File: src/hw/rtl/dtwa_pkg.sv
// Shared types, codes, reset values and the step size table of the DDS tuning word adjuster.
package dtwa_pkg;

   // Number of step sizes the knob hardware offers, and the usable ceiling derived from it.
   localparam int NUM_STEP_SIZES = 8;
   localparam int TABLE_SIZE     = 10;
   localparam int LEVEL_CAP_A    = (NUM_STEP_SIZES > 8) ? 8 : NUM_STEP_SIZES;
   localparam int LEVEL_CAP_B    = (LEVEL_CAP_A > TABLE_SIZE) ? TABLE_SIZE : LEVEL_CAP_A;
   localparam int LEVEL_LIMIT    = (LEVEL_CAP_B < 1) ? 1 : LEVEL_CAP_B;

   localparam int WORD_W  = 32;
   localparam int COUNT_W = 4;
   localparam int LEVEL_W = 3;
   localparam int STEP_W  = 24;

   // Reset values of the configuration registers.
   localparam logic [WORD_W-1:0]  MAX_FREQ_RESET     = 32'd40000000;
   localparam logic [WORD_W-1:0]  MAX_TWORD_RESET    = 32'hFFFF_FFFF;
   localparam logic [WORD_W-1:0]  CLOCK_CENTER_RESET = 32'd125000000;
   localparam logic [WORD_W-1:0]  CLOCK_MARGIN_RESET = 32'd1000000;
   localparam logic [COUNT_W-1:0] LEVEL_COUNT_RESET  = 4'd8;

   // Reset values of the held quantities.
   localparam logic [WORD_W-1:0] FREQ_RESET  = 32'd1000;
   localparam logic [WORD_W-1:0] TWORD_RESET = 32'd34359;
   localparam logic [WORD_W-1:0] CLOCK_RESET = 32'd125000000;

   typedef enum logic [3:0] {
      CMD_ADJ_FREQ   = 4'd0,
      CMD_ADJ_TWORD  = 4'd1,
      CMD_ADJ_CLOCK  = 4'd2,
      CMD_FREQ_UP    = 4'd3,
      CMD_FREQ_DOWN  = 4'd4,
      CMD_TWORD_UP   = 4'd5,
      CMD_TWORD_DOWN = 4'd6,
      CMD_CLOCK_UP   = 4'd7,
      CMD_CLOCK_DOWN = 4'd8
   } dtwa_cmd_type;

   typedef enum logic [2:0] {
      REG_MAX_FREQ     = 3'd0,
      REG_MAX_TWORD    = 3'd1,
      REG_CLOCK_CENTER = 3'd2,
      REG_CLOCK_MARGIN = 3'd3,
      REG_FREQ_LEVELS  = 3'd4,
      REG_TWORD_LEVELS = 3'd5,
      REG_CLOCK_LEVELS = 3'd6
   } dtwa_reg_type;

   typedef enum logic [2:0] {
      ST_IDLE,
      ST_DECODE,
      ST_SUM,
      ST_APPLY,
      ST_CALC,
      ST_WAIT_DIV,
      ST_WAIT_MUL,
      ST_FINISH
   } dtwa_state_type;

   typedef struct packed {
      logic [WORD_W-1:0]  max_freq;
      logic [WORD_W-1:0]  max_tword;
      logic [WORD_W-1:0]  clock_center;
      logic [WORD_W-1:0]  clock_margin;
      logic [COUNT_W-1:0] freq_levels;
      logic [COUNT_W-1:0] tword_levels;
      logic [COUNT_W-1:0] clock_levels;
   } dtwa_cfg_type;

   // Decade step sizes; a 3-bit index reaches ten million at most.
   function automatic logic [STEP_W-1:0] step_size(input logic [LEVEL_W-1:0] idx);
      logic [STEP_W-1:0] s;
      case (idx)
         3'd0:    s = 24'd1;
         3'd1:    s = 24'd10;
         3'd2:    s = 24'd100;
         3'd3:    s = 24'd1000;
         3'd4:    s = 24'd10000;
         3'd5:    s = 24'd100000;
         3'd6:    s = 24'd1000000;
         3'd7:    s = 24'd10000000;
         default: s = 24'd1;
      endcase
      return s;
   endfunction

endpackage

File: src/hw/rtl/dtwa_csr.sv
// Configuration register file with an APB-style access port.
module dtwa_csr (
   input  logic                 clock,
   input  logic                 reset,
   input  logic                 psel,
   input  logic                 penable,
   input  logic                 pwrite,
   input  logic [4:0]           paddr,
   input  logic [31:0]          pwdata,
   output logic [31:0]          prdata,
   output logic                 pready,
   output dtwa_pkg::dtwa_cfg_type cfg
);
   import dtwa_pkg::*;

   dtwa_cfg_type cfg_ff;
   dtwa_cfg_type cfg_in;
   logic         wr_en;
   logic [2:0]   reg_idx;

   assign pready  = 1'b1;
   assign wr_en   = psel && penable && pwrite;
   assign reg_idx = paddr[4:2];
   assign cfg     = cfg_ff;

   always_comb begin
      cfg_in = cfg_ff;
      if (wr_en) begin
         case (reg_idx)
            REG_MAX_FREQ:     cfg_in.max_freq     = pwdata;
            REG_MAX_TWORD:    cfg_in.max_tword    = pwdata;
            REG_CLOCK_CENTER: cfg_in.clock_center = pwdata;
            REG_CLOCK_MARGIN: cfg_in.clock_margin = pwdata;
            REG_FREQ_LEVELS:  cfg_in.freq_levels  = pwdata[COUNT_W-1:0];
            REG_TWORD_LEVELS: cfg_in.tword_levels = pwdata[COUNT_W-1:0];
            REG_CLOCK_LEVELS: cfg_in.clock_levels = pwdata[COUNT_W-1:0];
            default: ;
         endcase
      end
   end

   always_comb begin
      case (reg_idx)
         REG_MAX_FREQ:     prdata = cfg_ff.max_freq;
         REG_MAX_TWORD:    prdata = cfg_ff.max_tword;
         REG_CLOCK_CENTER: prdata = cfg_ff.clock_center;
         REG_CLOCK_MARGIN: prdata = cfg_ff.clock_margin;
         REG_FREQ_LEVELS:  prdata = {28'd0, cfg_ff.freq_levels};
         REG_TWORD_LEVELS: prdata = {28'd0, cfg_ff.tword_levels};
         REG_CLOCK_LEVELS: prdata = {28'd0, cfg_ff.clock_levels};
         default:          prdata = 32'd0;
      endcase
   end

   always_ff @(posedge clock) begin
      if (reset) begin
         cfg_ff.max_freq     <= MAX_FREQ_RESET;
         cfg_ff.max_tword    <= MAX_TWORD_RESET;
         cfg_ff.clock_center <= CLOCK_CENTER_RESET;
         cfg_ff.clock_margin <= CLOCK_MARGIN_RESET;
         cfg_ff.freq_levels  <= LEVEL_COUNT_RESET;
         cfg_ff.tword_levels <= LEVEL_COUNT_RESET;
         cfg_ff.clock_levels <= LEVEL_COUNT_RESET;
      end else begin
         cfg_ff <= cfg_in;
      end
   end

endmodule

File: src/hw/rtl/dtwa_div.sv
// Bit-serial restoring divider: low 32 bits of (dividend << 32) / divisor.
module dtwa_div (
   input  logic        clock,
   input  logic        reset,
   input  logic        start,
   input  logic [31:0] dividend,
   input  logic [31:0] divisor,
   output logic        done,
   output logic [31:0] quotient
);
   import dtwa_pkg::*;

   localparam int DIV_STEPS = 2 * WORD_W;
   localparam int CNT_W     = $clog2(DIV_STEPS);

   logic              busy_ff, busy_in;
   logic              done_ff, done_in;
   logic [CNT_W-1:0]  count_ff, count_in;
   logic [WORD_W-1:0] rem_ff, rem_in;
   logic [WORD_W-1:0] num_ff, num_in;
   logic [WORD_W-1:0] quot_ff, quot_in;
   logic [WORD_W-1:0] dvs_ff, dvs_in;
   logic [WORD_W:0]   trial;
   logic [WORD_W:0]   diff;
   logic              fits;

   assign done     = done_ff;
   assign quotient = quot_ff;

   // One quotient bit per cycle; the dividend's low word is all zeros.
   assign trial = {rem_ff, num_ff[WORD_W-1]};
   assign diff  = trial - {1'b0, dvs_ff};
   assign fits  = trial >= {1'b0, dvs_ff};

   always_comb begin
      busy_in  = busy_ff;
      done_in  = 1'b0;
      count_in = count_ff;
      rem_in   = rem_ff;
      num_in   = num_ff;
      quot_in  = quot_ff;
      dvs_in   = dvs_ff;
      if (start) begin
         busy_in  = 1'b1;
         count_in = '0;
         rem_in   = '0;
         num_in   = dividend;
         dvs_in   = (divisor == '0) ? WORD_W'(1) : divisor;
      end else if (busy_ff) begin
         rem_in   = fits ? diff[WORD_W-1:0] : trial[WORD_W-1:0];
         num_in   = {num_ff[WORD_W-2:0], 1'b0};
         quot_in  = {quot_ff[WORD_W-2:0], fits};
         count_in = count_ff + CNT_W'(1);
         if (count_ff == CNT_W'(DIV_STEPS - 1)) begin
            busy_in = 1'b0;
            done_in = 1'b1;
         end
      end
   end

   always_ff @(posedge clock) begin
      if (reset) begin
         busy_ff  <= 1'b0;
         done_ff  <= 1'b0;
         count_ff <= '0;
      end else begin
         busy_ff  <= busy_in;
         done_ff  <= done_in;
         count_ff <= count_in;
      end
      rem_ff  <= rem_in;
      num_ff  <= num_in;
      quot_ff <= quot_in;
      dvs_ff  <= dvs_in;
   end

endmodule

File: src/hw/rtl/dtwa_mul.sv
// Bit-serial shift-add multiplier returning the upper word of a 32 by 32 product.
module dtwa_mul (
   input  logic        clock,
   input  logic        reset,
   input  logic        start,
   input  logic [31:0] multiplicand,
   input  logic [31:0] multiplier,
   output logic        done,
   output logic [31:0] product_hi
);
   import dtwa_pkg::*;

   localparam int CNT_W = $clog2(WORD_W);

   logic              busy_ff, busy_in;
   logic              done_ff, done_in;
   logic [CNT_W-1:0]  count_ff, count_in;
   logic [WORD_W-1:0] hi_ff, hi_in;
   logic [WORD_W-1:0] mpl_ff, mpl_in;
   logic [WORD_W-1:0] mcd_ff, mcd_in;
   logic [WORD_W:0]   acc;

   assign done       = done_ff;
   assign product_hi = hi_ff;

   // The low product bits shift out and never feed back into the upper word.
   assign acc = {1'b0, hi_ff} + (mpl_ff[0] ? {1'b0, mcd_ff} : '0);

   always_comb begin
      busy_in  = busy_ff;
      done_in  = 1'b0;
      count_in = count_ff;
      hi_in    = hi_ff;
      mpl_in   = mpl_ff;
      mcd_in   = mcd_ff;
      if (start) begin
         busy_in  = 1'b1;
         count_in = '0;
         hi_in    = '0;
         mpl_in   = multiplier;
         mcd_in   = multiplicand;
      end else if (busy_ff) begin
         hi_in    = acc[WORD_W:1];
         mpl_in   = {1'b0, mpl_ff[WORD_W-1:1]};
         count_in = count_ff + CNT_W'(1);
         if (count_ff == CNT_W'(WORD_W - 1)) begin
            busy_in = 1'b0;
            done_in = 1'b1;
         end
      end
   end

   always_ff @(posedge clock) begin
      if (reset) begin
         busy_ff  <= 1'b0;
         done_ff  <= 1'b0;
         count_ff <= '0;
      end else begin
         busy_ff  <= busy_in;
         done_ff  <= done_in;
         count_ff <= count_in;
      end
      hi_ff  <= hi_in;
      mpl_ff <= mpl_in;
      mcd_ff <= mcd_in;
   end

endmodule

File: src/hw/rtl/dds_tuning_word_adjuster.sv
// Top level of the DDS tuning word adjuster: command sequencer, held values and result register.
//
// This block keeps a DDS output frequency, its 32-bit tuning word and the reference clock,
// each with a decade step-size index, and turns knob requests into updated values. A request
// carries a command (adjust frequency, tuning word or clock by step_count steps, or move one
// step index up or down) and every request returns exactly one response with all six current
// values. Moves that would leave their bounds are dropped, but a response is still returned.
// A frequency or clock adjust recomputes the tuning word as (frequency << 32) / clock with a
// bit-serial restoring divider, one quotient bit per cycle. A tuning word adjust recomputes
// the frequency as the upper word of tuning_word * clock with a bit-serial multiplier. Level
// commands and unused codes go straight from decode to the finishing step. The sequencer
// works on one request at a time; the response sits in its own output register, so a new
// request is accepted while the previous response still waits for rsp_ready.
// Configuration registers are written through the APB-style port at byte address 4*index
// and should only be changed while no request is in flight.
module dds_tuning_word_adjuster (
   input  logic               clock,
   input  logic               reset,
   // Request channel
   input  logic               req_valid,
   output logic               req_ready,
   input  logic [3:0]         req_cmd,
   input  logic signed [7:0]  req_step_count,
   // Response channel
   output logic               rsp_valid,
   input  logic               rsp_ready,
   output logic [31:0]        rsp_frequency,
   output logic [31:0]        rsp_tuning_word,
   output logic [31:0]        rsp_ref_clock,
   output logic [2:0]         rsp_freq_level,
   output logic [2:0]         rsp_tword_level,
   output logic [2:0]         rsp_clock_level,
   // Configuration port
   input  logic               psel,
   input  logic               penable,
   input  logic               pwrite,
   input  logic [4:0]         paddr,
   input  logic [31:0]        pwdata,
   output logic [31:0]        prdata,
   output logic               pready
);
   import dtwa_pkg::*;

   localparam int SUM_W   = WORD_W + 3;
   localparam int DELTA_W = WORD_W + 1;

   dtwa_cfg_type   cfg;

   dtwa_state_type state_ff, state_in;
   logic [3:0]            cmd_ff, cmd_in;
   logic signed [7:0]     steps_ff, steps_in;
   logic signed [DELTA_W-1:0] delta_ff, delta_in;
   logic signed [SUM_W-1:0]   sum_ff, sum_in;
   logic signed [SUM_W-1:0]   bound_ff, bound_in;

   logic [WORD_W-1:0]  freq_ff, freq_in;
   logic [WORD_W-1:0]  tword_ff, tword_in;
   logic [WORD_W-1:0]  clock_ff, clock_in;
   logic [LEVEL_W-1:0] freq_idx_ff, freq_idx_in;
   logic [LEVEL_W-1:0] tword_idx_ff, tword_idx_in;
   logic [LEVEL_W-1:0] clock_idx_ff, clock_idx_in;

   logic               rsp_valid_ff, rsp_valid_in;
   logic [WORD_W-1:0]  rsp_freq_ff, rsp_freq_in;
   logic [WORD_W-1:0]  rsp_tword_ff, rsp_tword_in;
   logic [WORD_W-1:0]  rsp_clock_ff, rsp_clock_in;
   logic [LEVEL_W-1:0] rsp_fidx_ff, rsp_fidx_in;
   logic [LEVEL_W-1:0] rsp_tidx_ff, rsp_tidx_in;
   logic [LEVEL_W-1:0] rsp_cidx_ff, rsp_cidx_in;

   logic                    div_start, div_done;
   logic [WORD_W-1:0]       div_quot;
   logic                    mul_start, mul_done;
   logic [WORD_W-1:0]       mul_hi;

   logic [LEVEL_W-1:0]      sel_idx;
   logic signed [STEP_W:0]  step_s;
   logic signed [DELTA_W-1:0] delta_prod;
   logic [WORD_W-1:0]       sel_value;
   logic signed [SUM_W-1:0] clock_lo_raw;
   logic signed [SUM_W-1:0] clock_lo;
   logic signed [SUM_W-1:0] clock_hi;
   logic signed [SUM_W-1:0] lo_sel;
   logic signed [SUM_W-1:0] hi_sel;
   logic                    in_bounds;
   logic                    slot_free;

   // A level count is clamped to one at the bottom and to the usable table size at the top.
   function automatic logic [COUNT_W-1:0] usable_levels(input logic [COUNT_W-1:0] count);
      logic [COUNT_W-1:0] n;
      n = count;
      if (n < COUNT_W'(1)) n = COUNT_W'(1);
      if (n > COUNT_W'(LEVEL_LIMIT)) n = COUNT_W'(LEVEL_LIMIT);
      return n;
   endfunction

   function automatic logic [LEVEL_W-1:0] level_up(input logic [LEVEL_W-1:0] idx,
                                                   input logic [COUNT_W-1:0] count);
      logic [COUNT_W-1:0] n;
      logic [COUNT_W-1:0] nxt;
      n   = usable_levels(count);
      nxt = {1'b0, idx} + COUNT_W'(1);
      return (nxt >= n) ? LEVEL_W'(n - COUNT_W'(1)) : nxt[LEVEL_W-1:0];
   endfunction

   function automatic logic [LEVEL_W-1:0] level_down(input logic [LEVEL_W-1:0] idx);
      return (idx == '0) ? '0 : idx - LEVEL_W'(1);
   endfunction

   dtwa_csr u_csr (
      .clock   (clock),
      .reset   (reset),
      .psel    (psel),
      .penable (penable),
      .pwrite  (pwrite),
      .paddr   (paddr),
      .pwdata  (pwdata),
      .prdata  (prdata),
      .pready  (pready),
      .cfg     (cfg)
   );

   dtwa_div u_div (
      .clock    (clock),
      .reset    (reset),
      .start    (div_start),
      .dividend (freq_ff),
      .divisor  (clock_ff),
      .done     (div_done),
      .quotient (div_quot)
   );

   dtwa_mul u_mul (
      .clock        (clock),
      .reset        (reset),
      .start        (mul_start),
      .multiplicand (tword_ff),
      .multiplier   (clock_ff),
      .done         (mul_done),
      .product_hi   (mul_hi)
   );

   // Datapath helpers for the adjust commands.
   always_comb begin
      case (cmd_ff)
         CMD_ADJ_FREQ: begin
            sel_idx   = freq_idx_ff;
            sel_value = freq_ff;
         end
         CMD_ADJ_TWORD: begin
            sel_idx   = tword_idx_ff;
            sel_value = tword_ff;
         end
         default: begin
            sel_idx   = clock_idx_ff;
            sel_value = clock_ff;
         end
      endcase
   end

   assign step_s     = $signed({1'b0, step_size(sel_idx)});
   assign delta_prod = DELTA_W'(step_s) * DELTA_W'(steps_ff);

   // Clock bounds are formed wide so that the window never wraps.
   assign clock_lo_raw = $signed({3'b000, cfg.clock_center}) - $signed({3'b000, cfg.clock_margin});
   assign clock_lo     = (clock_lo_raw < SUM_W'(1)) ? SUM_W'(1) : clock_lo_raw;
   assign clock_hi     = $signed({3'b000, cfg.clock_center}) + $signed({3'b000, cfg.clock_margin});

   always_comb begin
      case (cmd_ff)
         CMD_ADJ_FREQ: begin
            lo_sel = '0;
            hi_sel = $signed({3'b000, cfg.max_freq});
         end
         CMD_ADJ_TWORD: begin
            lo_sel = '0;
            hi_sel = $signed({3'b000, cfg.max_tword});
         end
         default: begin
            lo_sel = clock_lo;
            hi_sel = clock_hi;
         end
      endcase
   end

   // A downward move is checked against the lower bound, any other against the upper one.
   assign in_bounds = delta_ff[DELTA_W-1] ? (sum_ff >= bound_ff) : (sum_ff <= bound_ff);
   assign slot_free = !rsp_valid_ff || rsp_ready;

   assign req_ready       = (state_ff == ST_IDLE);
   assign rsp_valid       = rsp_valid_ff;
   assign rsp_frequency   = rsp_freq_ff;
   assign rsp_tuning_word = rsp_tword_ff;
   assign rsp_ref_clock   = rsp_clock_ff;
   assign rsp_freq_level  = rsp_fidx_ff;
   assign rsp_tword_level = rsp_tidx_ff;
   assign rsp_clock_level = rsp_cidx_ff;

   always_ff @(posedge clock) begin
      if (reset) begin
         state_ff <= ST_IDLE;
      end else begin
         state_ff <= state_in;
      end
   end

   // Next state, sequencer outputs and next values of the held quantities.
   always_comb begin
      state_in     = state_ff;
      cmd_in       = cmd_ff;
      steps_in     = steps_ff;
      delta_in     = delta_ff;
      sum_in       = sum_ff;
      bound_in     = bound_ff;
      freq_in      = freq_ff;
      tword_in     = tword_ff;
      clock_in     = clock_ff;
      freq_idx_in  = freq_idx_ff;
      tword_idx_in = tword_idx_ff;
      clock_idx_in = clock_idx_ff;
      rsp_valid_in = rsp_valid_ff && !rsp_ready;
      rsp_freq_in  = rsp_freq_ff;
      rsp_tword_in = rsp_tword_ff;
      rsp_clock_in = rsp_clock_ff;
      rsp_fidx_in  = rsp_fidx_ff;
      rsp_tidx_in  = rsp_tidx_ff;
      rsp_cidx_in  = rsp_cidx_ff;
      div_start    = 1'b0;
      mul_start    = 1'b0;

      case (state_ff)
         ST_IDLE: begin
            if (req_valid) begin
               cmd_in   = req_cmd;
               steps_in = req_step_count;
               state_in = ST_DECODE;
            end
         end
         ST_DECODE: begin
            delta_in = delta_prod;
            state_in = ST_FINISH;
            case (cmd_ff)
               CMD_ADJ_FREQ, CMD_ADJ_TWORD, CMD_ADJ_CLOCK: state_in = ST_SUM;
               CMD_FREQ_UP:    freq_idx_in  = level_up(freq_idx_ff, cfg.freq_levels);
               CMD_FREQ_DOWN:  freq_idx_in  = level_down(freq_idx_ff);
               CMD_TWORD_UP:   tword_idx_in = level_up(tword_idx_ff, cfg.tword_levels);
               CMD_TWORD_DOWN: tword_idx_in = level_down(tword_idx_ff);
               CMD_CLOCK_UP:   clock_idx_in = level_up(clock_idx_ff, cfg.clock_levels);
               CMD_CLOCK_DOWN: clock_idx_in = level_down(clock_idx_ff);
               default: ;
            endcase
         end
         ST_SUM: begin
            sum_in   = $signed({3'b000, sel_value}) + SUM_W'(delta_ff);
            bound_in = delta_ff[DELTA_W-1] ? lo_sel : hi_sel;
            state_in = ST_APPLY;
         end
         ST_APPLY: begin
            state_in = ST_CALC;
            if (in_bounds) begin
               case (cmd_ff)
                  CMD_ADJ_FREQ:  freq_in  = sum_ff[WORD_W-1:0];
                  CMD_ADJ_TWORD: tword_in = sum_ff[WORD_W-1:0];
                  default: begin
                     clock_in = (sum_ff[WORD_W-1:0] == '0) ? WORD_W'(1) : sum_ff[WORD_W-1:0];
                  end
               endcase
            end
         end
         ST_CALC: begin
            if (cmd_ff == CMD_ADJ_TWORD) begin
               mul_start = 1'b1;
               state_in  = ST_WAIT_MUL;
            end else begin
               div_start = 1'b1;
               state_in  = ST_WAIT_DIV;
            end
         end
         ST_WAIT_DIV: begin
            if (div_done) begin
               tword_in = div_quot;
               state_in = ST_FINISH;
            end
         end
         ST_WAIT_MUL: begin
            if (mul_done) begin
               freq_in  = mul_hi;
               state_in = ST_FINISH;
            end
         end
         ST_FINISH: begin
            // The response waits here until the output register can take it.
            if (slot_free) begin
               rsp_valid_in = 1'b1;
               rsp_freq_in  = freq_ff;
               rsp_tword_in = tword_ff;
               rsp_clock_in = clock_ff;
               rsp_fidx_in  = freq_idx_ff;
               rsp_tidx_in  = tword_idx_ff;
               rsp_cidx_in  = clock_idx_ff;
               state_in     = ST_IDLE;
            end
         end
         default: state_in = ST_IDLE;
      endcase
   end

   always_ff @(posedge clock) begin
      if (reset) begin
         freq_ff      <= FREQ_RESET;
         tword_ff     <= TWORD_RESET;
         clock_ff     <= CLOCK_RESET;
         freq_idx_ff  <= '0;
         tword_idx_ff <= '0;
         clock_idx_ff <= '0;
         rsp_valid_ff <= 1'b0;
      end else begin
         freq_ff      <= freq_in;
         tword_ff     <= tword_in;
         clock_ff     <= clock_in;
         freq_idx_ff  <= freq_idx_in;
         tword_idx_ff <= tword_idx_in;
         clock_idx_ff <= clock_idx_in;
         rsp_valid_ff <= rsp_valid_in;
      end
      cmd_ff       <= cmd_in;
      steps_ff     <= steps_in;
      delta_ff     <= delta_in;
      sum_ff       <= sum_in;
      bound_ff     <= bound_in;
      rsp_freq_ff  <= rsp_freq_in;
      rsp_tword_ff <= rsp_tword_in;
      rsp_clock_ff <= rsp_clock_in;
      rsp_fidx_ff  <= rsp_fidx_in;
      rsp_tidx_ff  <= rsp_tidx_in;
      rsp_cidx_ff  <= rsp_cidx_in;
   end

`ifndef SYNTHESIS
   // The divider and multiplier only finish while the sequencer waits for them.
   assert property (@(posedge clock) disable iff (reset) div_done |-> state_ff == ST_WAIT_DIV)
      else $error("divider finished outside its wait state");
   assert property (@(posedge clock) disable iff (reset) mul_done |-> state_ff == ST_WAIT_MUL)
      else $error("multiplier finished outside its wait state");
   // A new response is only ever loaded from the finishing step.
   assert property (@(posedge clock) disable iff (reset)
      (state_ff != ST_FINISH && !(rsp_valid_ff && !rsp_ready)) |=> !rsp_valid_ff)
      else $error("response appeared without a finished request");
   // The reference clock never reaches zero, so the divider never sees a zero divisor.
   assert property (@(posedge clock) disable iff (reset) clock_ff != '0)
      else $error("reference clock reached zero");
`endif

endmodule
File: config.mk
export PLATFORM = sky130hd
export DESIGN_NAME = dds_tuning_word_adjuster
export DESIGN_NICKNAME = d
export VERILOG_FILES = /design/src/hw/rtl/dtwa_pkg.sv /design/src/hw/rtl/dtwa_csr.sv /design/src/hw/rtl/dtwa_div.sv /design/src/hw/rtl/dtwa_mul.sv /design/src/hw/rtl/dds_tuning_word_adjuster.sv
export SDC_FILE = /design/constraint.sdc
export NUM_CORES = 2
export LEC_CHECK = 0
export ABC_AREA = 1
export BUFFER_PORTS_ARGS = -buffer_cell sky130_fd_sc_hd__clkbuf_2
export CAP_MARGIN = 15
export CORE_MARGIN = 5
export CORE_UTILIZATION = 40
export CTS_BUF_LIST = sky130_fd_sc_hd__clkbuf_8
export DETAILED_ROUTE_END_ITERATION = 16
export GPL_TIMING_DRIVEN = 0
export PLACE_DENSITY_LB_ADDON = 0.15
export SLEW_MARGIN = 40
export SYNTH_ARGS = -nofsm -noshare
export SYNTH_HDL_FRONTEND = slang
export SYNTH_HIERARCHICAL = 1
export SYNTH_SLANG_ARGS = --single-unit
export TNS_END_PERCENT = 20
File: constraint.sdc
create_clock -name clock -period 6.77 [get_ports clock]
set_clock_uncertainty 0.15 [all_clocks]
set_input_delay 0.3385 -clock clock [delete_from_list [all_inputs] [get_ports clock]]
set_output_delay 0.3385 -clock clock [all_outputs]
set_load 0.05 [all_outputs]
==> summary.txt <==
Detailed routing
  • Drt pass-1 iters: 6
  • Post-route ant nets: 0
  • Post-Route WL: approximately 170 mm
  • Wire per inst: around 20 um
  • DR iter-0 viols: roughly 4100
  • Vias: about 43000
  • Vias per cell: 5.122
  • Residual DRC count: 0

Logic synthesis
  • Combinational family with the most area after synthesis: simple AND/OR/NAND/NOR gates
  • Seq/Total Area, Yosys: 0.3812
  • Top_reg_cell synth: edfxtp_1
  • Syn avg cell area: approximately 7.4 um2
  • Post-synthesis mux area share: 0
  • Yosys cell types: a little over 60
  • Yosys reg bits: just over 700
  • Asr flop ratio synth: 0
  • Yosys top cell by area: edfxtp_1
  • Synth Area in Compound Gates: 0.08138
  • Share of the synthesized area in the top cell type: 0.2415
  • Synthesized area: around 47000 um2
  • Top cells by area, synth: edfxtp_1 (24%), nand2_1 (16%), dfxtp_1 (14%)
  • EDFF count, synth: between 300 and 400
  • YS warnings: 6
  • Post-Syn Nets: around 6900
  • Simple-gate share of the synthesized area: 0.2876
  • Post-synthesis adder-cell area fraction: 0.1318
  • Cells after synthesis: ~6400
  • Xor-xnor portion of the synthesized cell area: 0.01938

Job
  • Max-cap check violation count: 0

Die
  • Die X: approximately 350 um
  • # rows: roughly 130
  • Starting density of the core: 0.4034
  • Core area: 116500 um2
  • I/O Pins: between 150 and 200
  • Die ar.: about 120000 um2
  • Die height: ~350 um

STA
  • RSZ-0062 raised after global routing: yes
  • Final period utilization: 0.9628
  • Slew @ Worst Pin: between 0.8 and 0.9 ns
  • Final Hold Vio Count: 0
  • Crit path time final: between 6 and 7 ns
  • Fmax: between 150 and 200 MHz
  • Final Slew Violations: 0
  • Slew headroom: 0.3985
  • Final setup vio count: 0
  • Hold WS: roughly 0.09 ns

GRT
  • Tot GR Track Use: 0.2640
  • First-pass GRT wire length: approximately 250 mm
  • Antenna violations before repair: 7
  • Vias in the first global route: around 40000
  • Largest net degree at the start of global routing: 42
  • Gr ovfl total: 0

Power
  • Peak supply drop: ~200 uV
  • Pwr dens: around 340 nW/um2
  • Lkg Pwr: 26.02 nW

Finish
  • Share of cells above drive strength 1: 0.09042
  • Fill count: approximately 12000
  • Most common cell after layout, fill and taps aside: nand2_1
  • Area Growth Syn to Fin: 14.13%
  • Layout Utilization: 0.4604
  • Most frequent cells in the layout: nand2_1 (1951), inv_1 (949), nor2_1 (689)
  • Fin nets: around 7300

Hold path
  • Hold crit path type: in2reg

Clock network
  • CTS Buf Count: roughly 120
  • Num Clock Sinks: about 710
  • Worst-path clk slew: about 0.060 ns
  • Root Driver: clkbuf_8
  • Clock Latency Late Sink: slightly below 0.9 ns
  • H-tree depth: 3
  • Clk buf depth: 3
  • CTS tree: done

Worst setup path
  • WP data arrival: ~6.9 ns
  • Crit-path slowest cell: fa_1
  • Crit. End Element: flip-flop
  • Worst Path Required: approximately 7.2 ns
  • Crit path max fanout: 5
  • Crit-path max cell delay: around 0.55 ns
  • Type of origin of the critical path: flip-flop
  • WS Path Type: reg2reg

Outcome
  • Status: finished clean

Placed design
  • IO buf count: 190
  • Hpwl dp: roughly 140 mm
  • Routability cong.: 0.9474
==> stage by stage <==
step / total power [mW] / cell area (um2) / setup WS, ns / cells / TNS, ns
after global placement: 14.06 / 49860 / -2.803 / 8096 / -331.59
after global routing: 19.69 / 53640 / -0.02952 / 8419 / -0.1046
after floorplan: 11.48 / 47000 / 0.2749 / 6382 / 0
after CTS: 18.40 / 53450 / 0.0006679 / 8409 / 0
final: 18.42 / 53640 / 0.2521 / 8419 / 0
after detailed placement: 14.17 / 50250 / -0.6736 / 8118 / -4.627
==> cells by family (layout without fill, tap and decap cells) <==
group | count (synthesis) | in the layout
simple gates | 3296 | 3296
buf+inv | 1174 | 1682
flops | 706 | 706
compound gates | 676 | 676
fa+ha+maj | 425 | 425
xor+xnor | 104 | 104
other cells | 1 | 6
==> power breakdown <==
group | internal [mW] | switching [mW] | leakage [nW]
combinational | 2.64 | 5.17 | 18.4
sequential | 5.59 | 0.880 | 6.10
clock | 2.22 | 1.92 | 1.49
total | 10.5 | 7.97 | 26.0
==> synth_stat cells (all sizes together), types with 102 or more instances <==
master / instances
ha: 308
inv: 937
o21ai: 212
buf: 102
a21oi: 316
nand2: 1966
clkbuf: 130
nor2: 733
fa: 117
dfxtp: 328
nand3: 443
edfxtp: 378
==> sequential cells by signal, indices dropped and copies added, names as in the netlist, 6 cells and up <==
| register | cells |
|---|---|
| tword_ff | 32 |
| u_div/quotient | 32 |
| rsp_frequency | 32 |
| u_csr/cfg | 140 |
| rsp_tuning_word | 32 |
| u_div/dvs_ff | 32 |
| u_mul/product_hi | 32 |
| bound_ff | 34 |
| delta_ff | 33 |
| clock_ff | 32 |
| sum_ff | 34 |
| u_mul/mcd_ff | 32 |
| u_div/rem_ff | 32 |
| u_div/count_ff | 6 |
| freq_ff | 32 |
| steps_ff | 8 |
| u_mul/mpl_ff | 32 |
| rsp_ref_clock | 32 |
| u_div/num_ff | 32 |
==> worst paths after layout <==
check	startpoint	end	slack [ns]	depth (start not counted)
worst max-delay path	cmd_ff[0]	delta_ff[28]	0.25	28
worst max register to register	cmd_ff[0]	delta_ff[28]	0.25	28
worst min-delay path	req_cmd[2]	cmd_ff[2]	0.09	2
worst min register to register	u_div/quotient[26]	u_div/quotient[27]	0.27	0
==> critical path: cells and delay by family, from the launching register on <==
kind	cells	cell delay, ns
AND/OR/NAND/NOR	4	0.52
XOR/XNOR	1	0.08
adder cells (fa/ha/maj)	6	2.69
buffers and inverters	8	0.74
AO/OA/AOI/OAI	9	1.54
flip-flops	1	0.50
==> layer usage <==
metal,vias up,GRT usage,wire length [um]
met5,-,0,41
met4,6,0.08274,5880
met2,1516,0.4274,76000
li1,21160,-,-
met1,20170,0.3660,76560
met3,277,0.03825,11110
==> timing repair <==
item,4_1_cts,5_1_grt
setup buffers,4,5
pin swaps,2,4
endpoints found under the hold margin,202,0
setup endpoints to repair,18,16
hold buffers,55,0
resized for setup,7,37
==> layout make-up <==
type,count,area (um2),area share
clock inverters,91,643.1,0.01199
multi-input cells,4502,24640,0.4594
clock buffers,141,1941,0.03618
repair buffers,276,1923,0.03585
well taps,1524,1907,0.03555
diodes,5,12.51,0.0002332
plain buffers,232,1119,0.02085
inverters,942,3538,0.06596
flip-flops and latches,706,17920,0.3340
(Power assumes the default switching activity.)
